--- config.mk ---
export PLATFORM = sky130hd
export DESIGN_NAME = hbs_fifo
export DESIGN_NICKNAME = d
export VERILOG_FILES = /design/src/hdl/hbs_pkg.sv /design/src/hdl/hbs_fifo.sv
export SDC_FILE = /design/constraint.sdc
export NUM_CORES = 1
export LEC_CHECK = 0
export BUFFER_PORTS_ARGS = -buffer_cell sky130_fd_sc_hd__buf_2
export CAP_MARGIN = 20
export CORE_MARGIN = 2
export CORE_UTILIZATION = 47
export DETAILED_ROUTE_END_ITERATION = 7
export PLACE_DENSITY = 0.76
export SYNTH_ARGS = -nofsm -noshare
export SYNTH_HDL_FRONTEND = slang
export SYNTH_SLANG_ARGS = --single-unit
--- constraint.sdc ---
create_clock -name clk -period 5.3 [get_ports clk]
set_input_delay 0 -clock clk [delete_from_list [all_inputs] [get_ports clk]]
set_output_delay 0 -clock clk [all_outputs]
set_load 0.005 [all_outputs]
--- src/hdl/hbs_pkg.sv ---
// ----------------------------------------------------------------------------
// hbs_pkg
// Shared types and constants of the bilinear height-map sampler: register
// indexes, reset values, job record passed from front to back, state types.
// ----------------------------------------------------------------------------
package hbs_pkg;

  localparam int GRID_SIDE_DEFAULT   = 256;
  localparam int QUEUE_DEPTH_DEFAULT = 2;

  // job fields sized for the largest grid side (1024)
  localparam int ADDR_MAX_W  = 20;
  localparam int WIDTH_MAX_W = 11;

  localparam int CFG_IDX_W = 2;
  localparam int WT_W      = 17;
  localparam logic [WT_W-1:0] WT_ONE = 17'h10000;

  localparam logic [8:0]  GRID_WIDTH_RST     = 9'd256;
  localparam logic [30:0] HALF_EXTENT_RST    = 31'd8388608;
  localparam logic [31:0] CELLS_PER_UNIT_RST = 32'd65536;

  typedef enum logic [CFG_IDX_W-1:0] {
    REG_GRID_WIDTH     = 2'd0,
    REG_HALF_EXTENT    = 2'd1,
    REG_CELLS_PER_UNIT = 2'd2
  } cfg_reg_t;

  typedef enum logic {
    REQ_LOAD  = 1'b0,
    REQ_QUERY = 1'b1
  } req_t;

  typedef enum logic [1:0] {
    F_IDLE,
    F_MUL,
    F_SPLIT,
    F_PUSH
  } front_state_t;

  typedef enum logic [1:0] {
    B_IDLE,
    B_RD1,
    B_RD2,
    B_RD3
  } back_state_t;

  typedef struct packed {
    logic [8:0]  grid_width;
    logic [30:0] half_extent;
    logic [31:0] cells_per_unit;
  } cfg_t;

  typedef struct packed {
    req_t                   kind;
    logic [ADDR_MAX_W-1:0]  addr;
    logic [31:0]            data;
    logic [WT_W-1:0]        wx;
    logic [WT_W-1:0]        wz;
    logic                   clamped;
    logic [WIDTH_MAX_W-1:0] width;
  } job_t;

endpackage

--- src/hdl/hbs_fifo.sv ---
// ----------------------------------------------------------------------------
// hbs_fifo
// Short job queue between front and back, first in first out.
// ----------------------------------------------------------------------------
module hbs_fifo #(
  parameter int DEPTH = hbs_pkg::QUEUE_DEPTH_DEFAULT
) (
  input  logic          clk,
  input  logic          rst,
  input  logic          push,
  input  hbs_pkg::job_t wr_job,
  output logic          full,
  input  logic          pop,
  output hbs_pkg::job_t head,
  output logic          empty
);
  import hbs_pkg::*;

  localparam int PW   = (DEPTH > 1) ? $clog2(DEPTH) : 1;
  localparam int CNTW = $clog2(DEPTH + 1);

  job_t            slots [DEPTH];
  logic [PW-1:0]   wr_ptr, rd_ptr;
  logic [CNTW-1:0] count;

  assign full  = (count == CNTW'(DEPTH));
  assign empty = (count == '0);
  assign head  = slots[rd_ptr];

  always_ff @(posedge clk) begin
    if (rst) begin
      wr_ptr <= '0;
      rd_ptr <= '0;
      count  <= '0;
    end else begin
      if (push) begin
        wr_ptr <= (wr_ptr == PW'(DEPTH - 1)) ? '0 : wr_ptr + PW'(1);
      end
      if (pop) begin
        rd_ptr <= (rd_ptr == PW'(DEPTH - 1)) ? '0 : rd_ptr + PW'(1);
      end
      case ({push, pop})
        2'b10:   count <= count + CNTW'(1);
        2'b01:   count <= count - CNTW'(1);
        default: count <= count;
      endcase
    end
  end

  always_ff @(posedge clk) begin
    if (push) begin
      slots[wr_ptr] <= wr_job;
    end
  end

endmodule

Word-level counts from Yosys, hierarchy flattened

Memories as Yosys holds them, arrays and structs flattened. A register that Yosys moved wholly into a read port is not among the register bits.
Index checks and enable logic that the tools add are counted.

Register bits after elaboration: 4
Memory bits (writable): 198
Bits of input ports: 103
Output and inout port bits: 101
Word-level logic and storage cells: 20
Memories kept: 1

Memories:

| name  | depth | width | rd ports | clocked after Yosys merged registers in | wr ports | RTL line       | RTL |
|---|---|---|---|---|---|---|---|
| slots | 2     | 99    | 1        | 1                                       | 1        | hbs_fifo.sv:22 | `job_t slots [DEPTH];` |

Add/subtract/negate cells: 4
Equality and inequality tests: 3
Multiplexer cells: 7
Reductions and logical operators: 2

Operator list:

| cell                                                                | count |
|---|---|
| 1-bit 2-to-1 mux                                                    | 6 |
| 2-bit == test (second input constant)                               | 2 |
| 2-bit one-hot mux with 2 select lines                               | 1 |
| 1-bit adder (second input constant)                                 | 2 |
| 2-bit by 1-bit adder with 2-bit output (second input constant)      | 1 |
| 2-bit by 1-bit == test with 1-bit output (second input constant)    | 1 |
| 2-bit zero test                                                     | 1 |
| 2-bit nonzero test                                                  | 1 |
| 2-bit by 1-bit subtractor with 2-bit output (second input constant) | 1 |

Logic depth before layout (Yosys ltp)

Gate-level depths: netlist of run 1.

Depth in word-level cells: 4
Gate-level depth with buffers: 5

Worst setup path after synthesis of run 1

OpenSTA, ideal clock, no wires.

Path type: register to register
From: reg wr_ptr
To: mem slots[0][0] (netlist name) (enable)
Library setup time: 0.560 ns
Arrival time: 4.448 ns
Slack: 0.291 ns
Cell stages (with the launch flop): 2
Path through: dfxtp_1 > nor2_1

RTL lines:

| what                     | RTL line       | RTL |
|---|---|---|
| start: declaration       | hbs_fifo.sv:23 | `logic [PW-1:0] wr_ptr, rd_ptr;` |
| start signal: assignment | hbs_fifo.sv:37 | `wr_ptr <= (wr_ptr == PW'(DEPTH - 1)) ? '0 : wr_ptr + PW'(1);` |
| end: declaration         | hbs_fifo.sv:22 |  |

Straight into the memory's write port.

==> results.md, run 1 <==
- Layout Area Growth over Synthesis: 39.9%
- Total die area: between 15,000 and 20,000 sq um
- Compound-Gate Fraction of Synth Area: 0.136%
- Largest net degree at the start of global routing: a little over 80
- Via density: 4.75
- CP cell instances: buf_4 -> mux2_2 -> buf_2
- Clock buffer depth: 3
- Slowest cell delay on critical path: just over 0.7 ns
- Root Buffer: clkbuf_16
- Global-route wire length before repair: roughly 22 mm
- DR DRC count: 0
- Simple-gate share of the synthesized area: 0.597%
- Worst EP required: about 5.3 ns
- Core Box Area: about 15,000 sq um
- Final setup fails: 0
- Overall die height: around 130 um
- Slowest-stage cell, CP: buf_4
- Fin Clk Skew: roughly 0.0077 ns
- Core Rows: 45
- Final Hold Fails: 0
- Crit path kind: flop to primary output
- Worst Tran Pin Value: 0.816 ns
- CTS Buf Count: 21
- Setup TNS: 0 ns
- Pins Over Slew Limit: 0
- Final cell count without fillers: around 900
- Post-synthesis register bit count: 203
- Most common cell after layout, fill and taps aside: buf_2
- Signal arrival time at the worst endpoint: between 2 and 2.5 ns
- Syn nets: between 400 and 500
- Most frequent cells in the layout: buf_2 (203), edfxtp_1 (198), dlygate4sd3_1 (103)
- Pleak: 3.89 nW
- Crit path to: head[74]
- Max FO, Critical Path: slightly above 60
- I/O Pins: between 200 and 250
- Largest cells by area after synthesis: edfxtp_1 (81%), mux2_2 (15%), dfxtp_1 (1.4%)
- Vias in the first global route: roughly 4,600
- Worst R2R End: slots[1][85]$_DFFE_PP_
- CTS tree: done
- Initial Util: approximately half
- Status: finished clean
- Final #Nets: 756
- PD cells: ~360 nW/um^2
- Max-cap violations: 0
- DR pass1 iterations: 4
- Largest family of logic cells by synthesized area: multiplexers
- Leading area contributor after synthesis: edfxtp_1
- Reg2reg start: wr_ptr$_SDFFE_PP0P_
- Wire length per cell: about 17 um
- Synth Area in XOR/XNOR: less than 1%
- Via count: 4,158
- Mapped Area: about 7300 sq um
- Fin crit share: a little under half
- Cells on worst reg2reg path: 2
- Fmax: about 400 MHz
- Clock insertion delay at the later pin of the skew report: about 0.48 ns
- Total gr overflow: 0
- Antenna-violating nets left: 0
- Min Tclk post-route: approximately 2.5 ns
- Peak supply drop: roughly 0.00028 V
- Total wire length: about 15 mm
- Placed wire-length estimate: between 8 and 9 mm
- Clk sink count: roughly 200
- Cells after synthesis: 330
- Synth Area in Adders: 0.170%
- Yosys warns: 0
- Die width: roughly 130 um
- CTS resizes: 0
- RSZ-0062 raised after global routing: false
- Setup WS post-layout: roughly 2.8 ns
- Worst rel slew slack: a little under half
- Register area share after synthesis: a little over 80%
- Port-buffer cells: 203
- Count of cell types in the netlist: 15
- GRT Total Usage: 17.4%
- Startpoint types: flop
- Dpl ws: just over 3 ns
- R2R setup slack: between 3 and 4 ns
- Routability Congestion: a little over 0.7
- Initial detailed-routing violation count: 183
- Hold Crit Class: primary input to flop
- Initial antenna violation count: 0
- Avg Synthesized Cell Area: around 22 sq um
- H-tree levels: 1
- CTS clk-pin slew, worst paths: about 0.06 ns
- Top-area cell type share of the netlist area: just over 80%
- N_diodes: 0
- Placed Cells: 736
- Share of layout cells above drive strength 1: between 50% and 60%
- Crit end category: primary output
- Mux contribution to synthesized area: between 10% and 20%
state kept, by name, indices dropped and copies added, names as in the netlist, named ones only:
name / flops
count: 2
rd_ptr: 1
slots: 198
wr_ptr: 1
what timing repair did:
item	CTS	global route
buffers inserted	0	0
hold endpoints to repair	203	0
hold buffers	103	0
critical path, delay by kind of cell, from the launching register on:
family / cells / cell delay [ns]
buf+inv: 2 / 0.86
mux: 1 / 0.42
flops: 1 / 0.67
cell type report:
type                    count  area [sq um]
clock buffers              27           548
fillers                  1003          4990
repair buffers            310          2090
flip-flops and latches    203          6050
multi-input cells         115          1230
well taps                 211           264
inverters                   1          3.75
clock inverters             9          90.1
synth_stat cells (all sizes together):
library cell	count
and2	1
a21oi	1
inv	1
nor2	6
and2b	1
edfxtp	198
ha	1
xor2	1
o21ai	1
or3	1
mux2	99
dfxtp	5
buf	11
xnor2	3
worst min-delay path by stage:
stage                                        end  cells past startpoint        from
after floorplan            count[1]$_SDFFE_PP0P_                      1         rst
after global placement    slots[1][90]$_DFFE_PP_                      1  wr_job[90]
final                     slots[0][95]$_DFFE_PP_                      2  wr_job[95]
after CTS                  slots[1][6]$_DFFE_PP_                      2   wr_job[6]
after detailed placement  slots[1][84]$_DFFE_PP_                      1  wr_job[84]
after global routing      slots[0][62]$_DFFE_PP_                      2  wr_job[62]
stage by stage:
| step | util, % | power, mW | hold slack (ns) | area, sq um |
|---|---|---|---|---|
| 2_1_floorplan | - | 2.12 | 0.0691 | 7340 |
| 3_3_place_gp | 56.2 | 2.26 | 0.187 | 8580 |
| 3_5_place_dp | 56.2 | 2.28 | 0.192 | 8580 |
| 4_1_cts | 67.2 | 3.72 | 0.213 | 10300 |
| 5_1_grt | 67.3 | 3.83 | 0.221 | 10300 |
| 6_report | 67.3 | 3.69 | 0.242 | 10300 |
layer usage:
layer	track usage [%]	wire length, um
met1	20.1	5890
met5	0	0
met2	31.7	7900
met3	5.24	974
met4	4.67	313
logic make-up after synthesis:
group / Yosys count
xor gates and xnor gates: 4
adders and majority gates: 1
buffers and inverters: 12
and+or+nand+nor: 9
DFF: 203
AOI/OAI and AO/OA: 2
muxes: 99
power by group:
| group | leakage (nW) | switching (mW) | total, mW | internal [mW] |
|---|---|---|---|---|
| Sequential | 1.90 | 0.0354 | 1.91 | 1.87 |
| Combinational | 1.67 | 0.174 | 0.398 | 0.224 |
| Clock | 0.312 | 0.557 | 1.38 | 0.823 |
| Total | 3.89 | 0.767 | 3.69 | 2.92 |
(Power assumes the default switching activity.)
==> run 2: changes to the inputs <==
==> constraint.sdc (replaced) <==
create_clock -name clk -period 2.15 [get_ports clk]
set_input_delay 0 -clock clk [delete_from_list [all_inputs] [get_ports clk]]
set_output_delay 0 -clock clk [all_outputs]
set_load 0.005 [all_outputs]
==> run 2 against run 1 <==
Compared with the run above:
- largest power group unchanged
- combinational power grew to 2.6 times the previous value
- via count increased by 0.55%
- sequential share of layout area shrank 0.37 points
- largest cell class unchanged
- setup slack got worse by 2.6 ns
- register-to-register slack got worse by 2.4 ns
- global-route usage shrank 0.16 points
- cell area increased by 0.65%
- clock power increased by 140%
==> results.md, run 2 (synthesis gave the netlist of run 1 again) <==
- Status: finished clean
- Final cell count without fillers: 880 (+0.46%)
- Worst R2R End: slots[1][75]$_DFFE_PP_
- Largest reg by FF count: slots
- Fillers: 986 (-1.7%)
- Root Buffer: clkbuf_16
- Overall die height: 129 um (unchanged)
- Max-cap violations: 0 (unchanged)
- Layout Area Growth over Synthesis: 40.8%
- Reg2reg start: wr_ptr$_SDFFE_PP0P_
- PD cells: 876 nW/um^2 (+140%)
- Cells on worst reg2reg path: 2 (unchanged)
- Peak supply drop: 0.000721 V (+160%)
- Placed wire-length estimate: 8.57 mm (+3.1%)
- CTS clk-pin slew, worst paths: 0.06 ns (about the same)
- Crit end category: primary output
- Min Tclk post-route: slightly below 2 ns
- Initial antenna violation count: 0 (unchanged)
- Share of layout cells above drive strength 1: 50.9% (+0.37 points)
- Dpl ws: 0.670 ns (-2.42 ns)
- Signal arrival time at the worst endpoint: 1.95 ns (-0.54 ns)
- Clk sink count: 203 (unchanged)
- H-tree levels: 1 (unchanged)
- Crit path to: head[46]
- R2R setup slack: 0.76 ns (-2.38 ns)
- Met2 WL post-DR: 7.83 mm (-0.86%)
- Via density: 4.75 (about the same)
- Vias in the first global route: 4,472 (-1.7%)
- Placed Cells: 741 (+0.68%)
- Worst EP required: 2.15 ns (-3.15 ns)
- Worst rel slew slack: 69.9% (+24 points)
- Fmax: 513 MHz
- Core Rows: 45 (unchanged)
- Total wire length: 14.8 mm (-1.9%)
- RSZ-0062 raised after global routing: false
- Length of routed wiring on met1: 5.72 mm (-2.9%)
- Max FO, Critical Path: 59 (-3.3%)
- Wire length per cell: 16.8 um (-2.3%)
- Final #Nets: 760 (+0.53%)
- Clock insertion delay at the later pin of the skew report: 0.48 ns (about the same)
- I/O Pins: 204 (unchanged)
- Antenna-violating nets left: 0 (unchanged)
- Clock buffer depth: 3 (unchanged)
- CTS tree: done
- Top sig layer: met4
- Fin Clk Skew: 0.0150 ns (+0.00735 ns)
- Pins Over Slew Limit: 0 (unchanged)
- Core Box Area: 15,300 sq um (unchanged)
- Final setup fails: 0 (unchanged)
- Max FFs per register: 198 (unchanged)
- Setup WS post-layout: 0.201 ns (-2.61 ns)
- Largest registers: slots x198, count x2
- GRT Total Usage: 17.3% (-0.16 points)
- Hold Crit Class: primary input to flop
- Most common cell after layout, fill and taps aside: buf_2
- Initial Util: 48.1% (unchanged)
- Crit path kind: flop to primary output
- CTS Buf Count: 21 (unchanged)
- Setup TNS: 0 ns (unchanged)
- Startpoint types: flop
- DR pass1 iterations: 5 (+1)
- Initial detailed-routing violation count: 171 (-6.6%)
- Port-buffer cells: 203 (unchanged)
- Fin crit share: roughly nine tenths
- Final Hold Fails: 0 (unchanged)
- Global-route wire length before repair: 22.2 mm (-1.1%)
- DR WL met3: 945 um (-3.0%)
- Routability Congestion: 0.701 (-0.48%)
- Pleak: 3.91 nW (+0.66%)
- Die width: 129 um (unchanged)
- Total gr overflow: 0 (unchanged)
- Worst Tran Pin Value: 0.452 ns (-0.364 ns)
- Largest net degree at the start of global routing: 66 (-20%)
- DR DRC count: 0 (unchanged)
- Most frequent cells in the layout: buf_2 (203), edfxtp_1 (198), dlygate4sd3_1 (103)
- Power, Total: 9.06 mW (+150%)
- Via count: 4,181 (+0.55%)
- Total die area: 16,600 sq um (unchanged)
## run 2: layer usage
metal / vias up / track usage [%]
met2: 157 / 31.6
li1: 1964 / -
met1: 2033 / 20.1
met5: - / 0
met3: 27 / 4.07
met4: 0 / 5.37
## run 2: worst max-delay path, cell delays in order (launching register included)
cell and delay (ns):
dfxtp_4 0.56, buf_12 0.32, mux2_2 0.40, buf_2 0.13
## run 2: worst min-delay path by stage
stage / startpoint / to / slack, ns / depth (start not counted)
2_1_floorplan: rst / wr_ptr$_SDFFE_PP0P_ / 0.06 / 1
3_3_place_gp: wr_job[93] / slots[1][93]$_DFFE_PP_ / 0.19 / 1
3_5_place_dp: wr_job[97] / slots[1][97]$_DFFE_PP_ / 0.19 / 1
4_1_cts: wr_job[63] / slots[1][63]$_DFFE_PP_ / 0.22 / 2
5_1_grt: wr_job[8] / slots[1][8]$_DFFE_PP_ / 0.23 / 2
6_report: wr_job[63] / slots[1][63]$_DFFE_PP_ / 0.24 / 2
## run 2: power by group
group	total [mW]	internal, mW	leakage (nW)	switching [mW]
registers	4.69	4.62	1.90	0.0766
logic	1.02	0.571	1.70	0.445
clock network	3.35	2.04	0.307	1.31
## run 2: final cells by class
class	count	area (sq um)	area share, %
timing repair buffer	314	2160	20.9
inverter	1	3.75	0.0363
multi-input combinational	115	1230	11.9
clock inverter	5	73.8	0.714
antenna	1	2.50	0.0242
sequential	203	6050	58.5
clock buffer	30	559	5.41
tap	211	264	2.55
## run 2: repair_timing
action                     4_1_cts  5_1_grt
setup endpoints to repair        0        0
hold endpoints to repair       203        0
buffers inserted                 0        0
hold buffers                   103        0
resized for setup                0        0
## run 2: metrics by stage
stage / hold WS (ns) / utilization [%] / instance area (sq um)
2_1_floorplan: 0.0650 / - / 7350
3_3_place_gp: 0.187 / 56.8 / 8670
3_5_place_dp: 0.191 / 56.8 / 8670
4_1_cts: 0.220 / 67.7 / 10300
5_1_grt: 0.233 / 67.7 / 10300
6_report: 0.242 / 67.7 / 10300
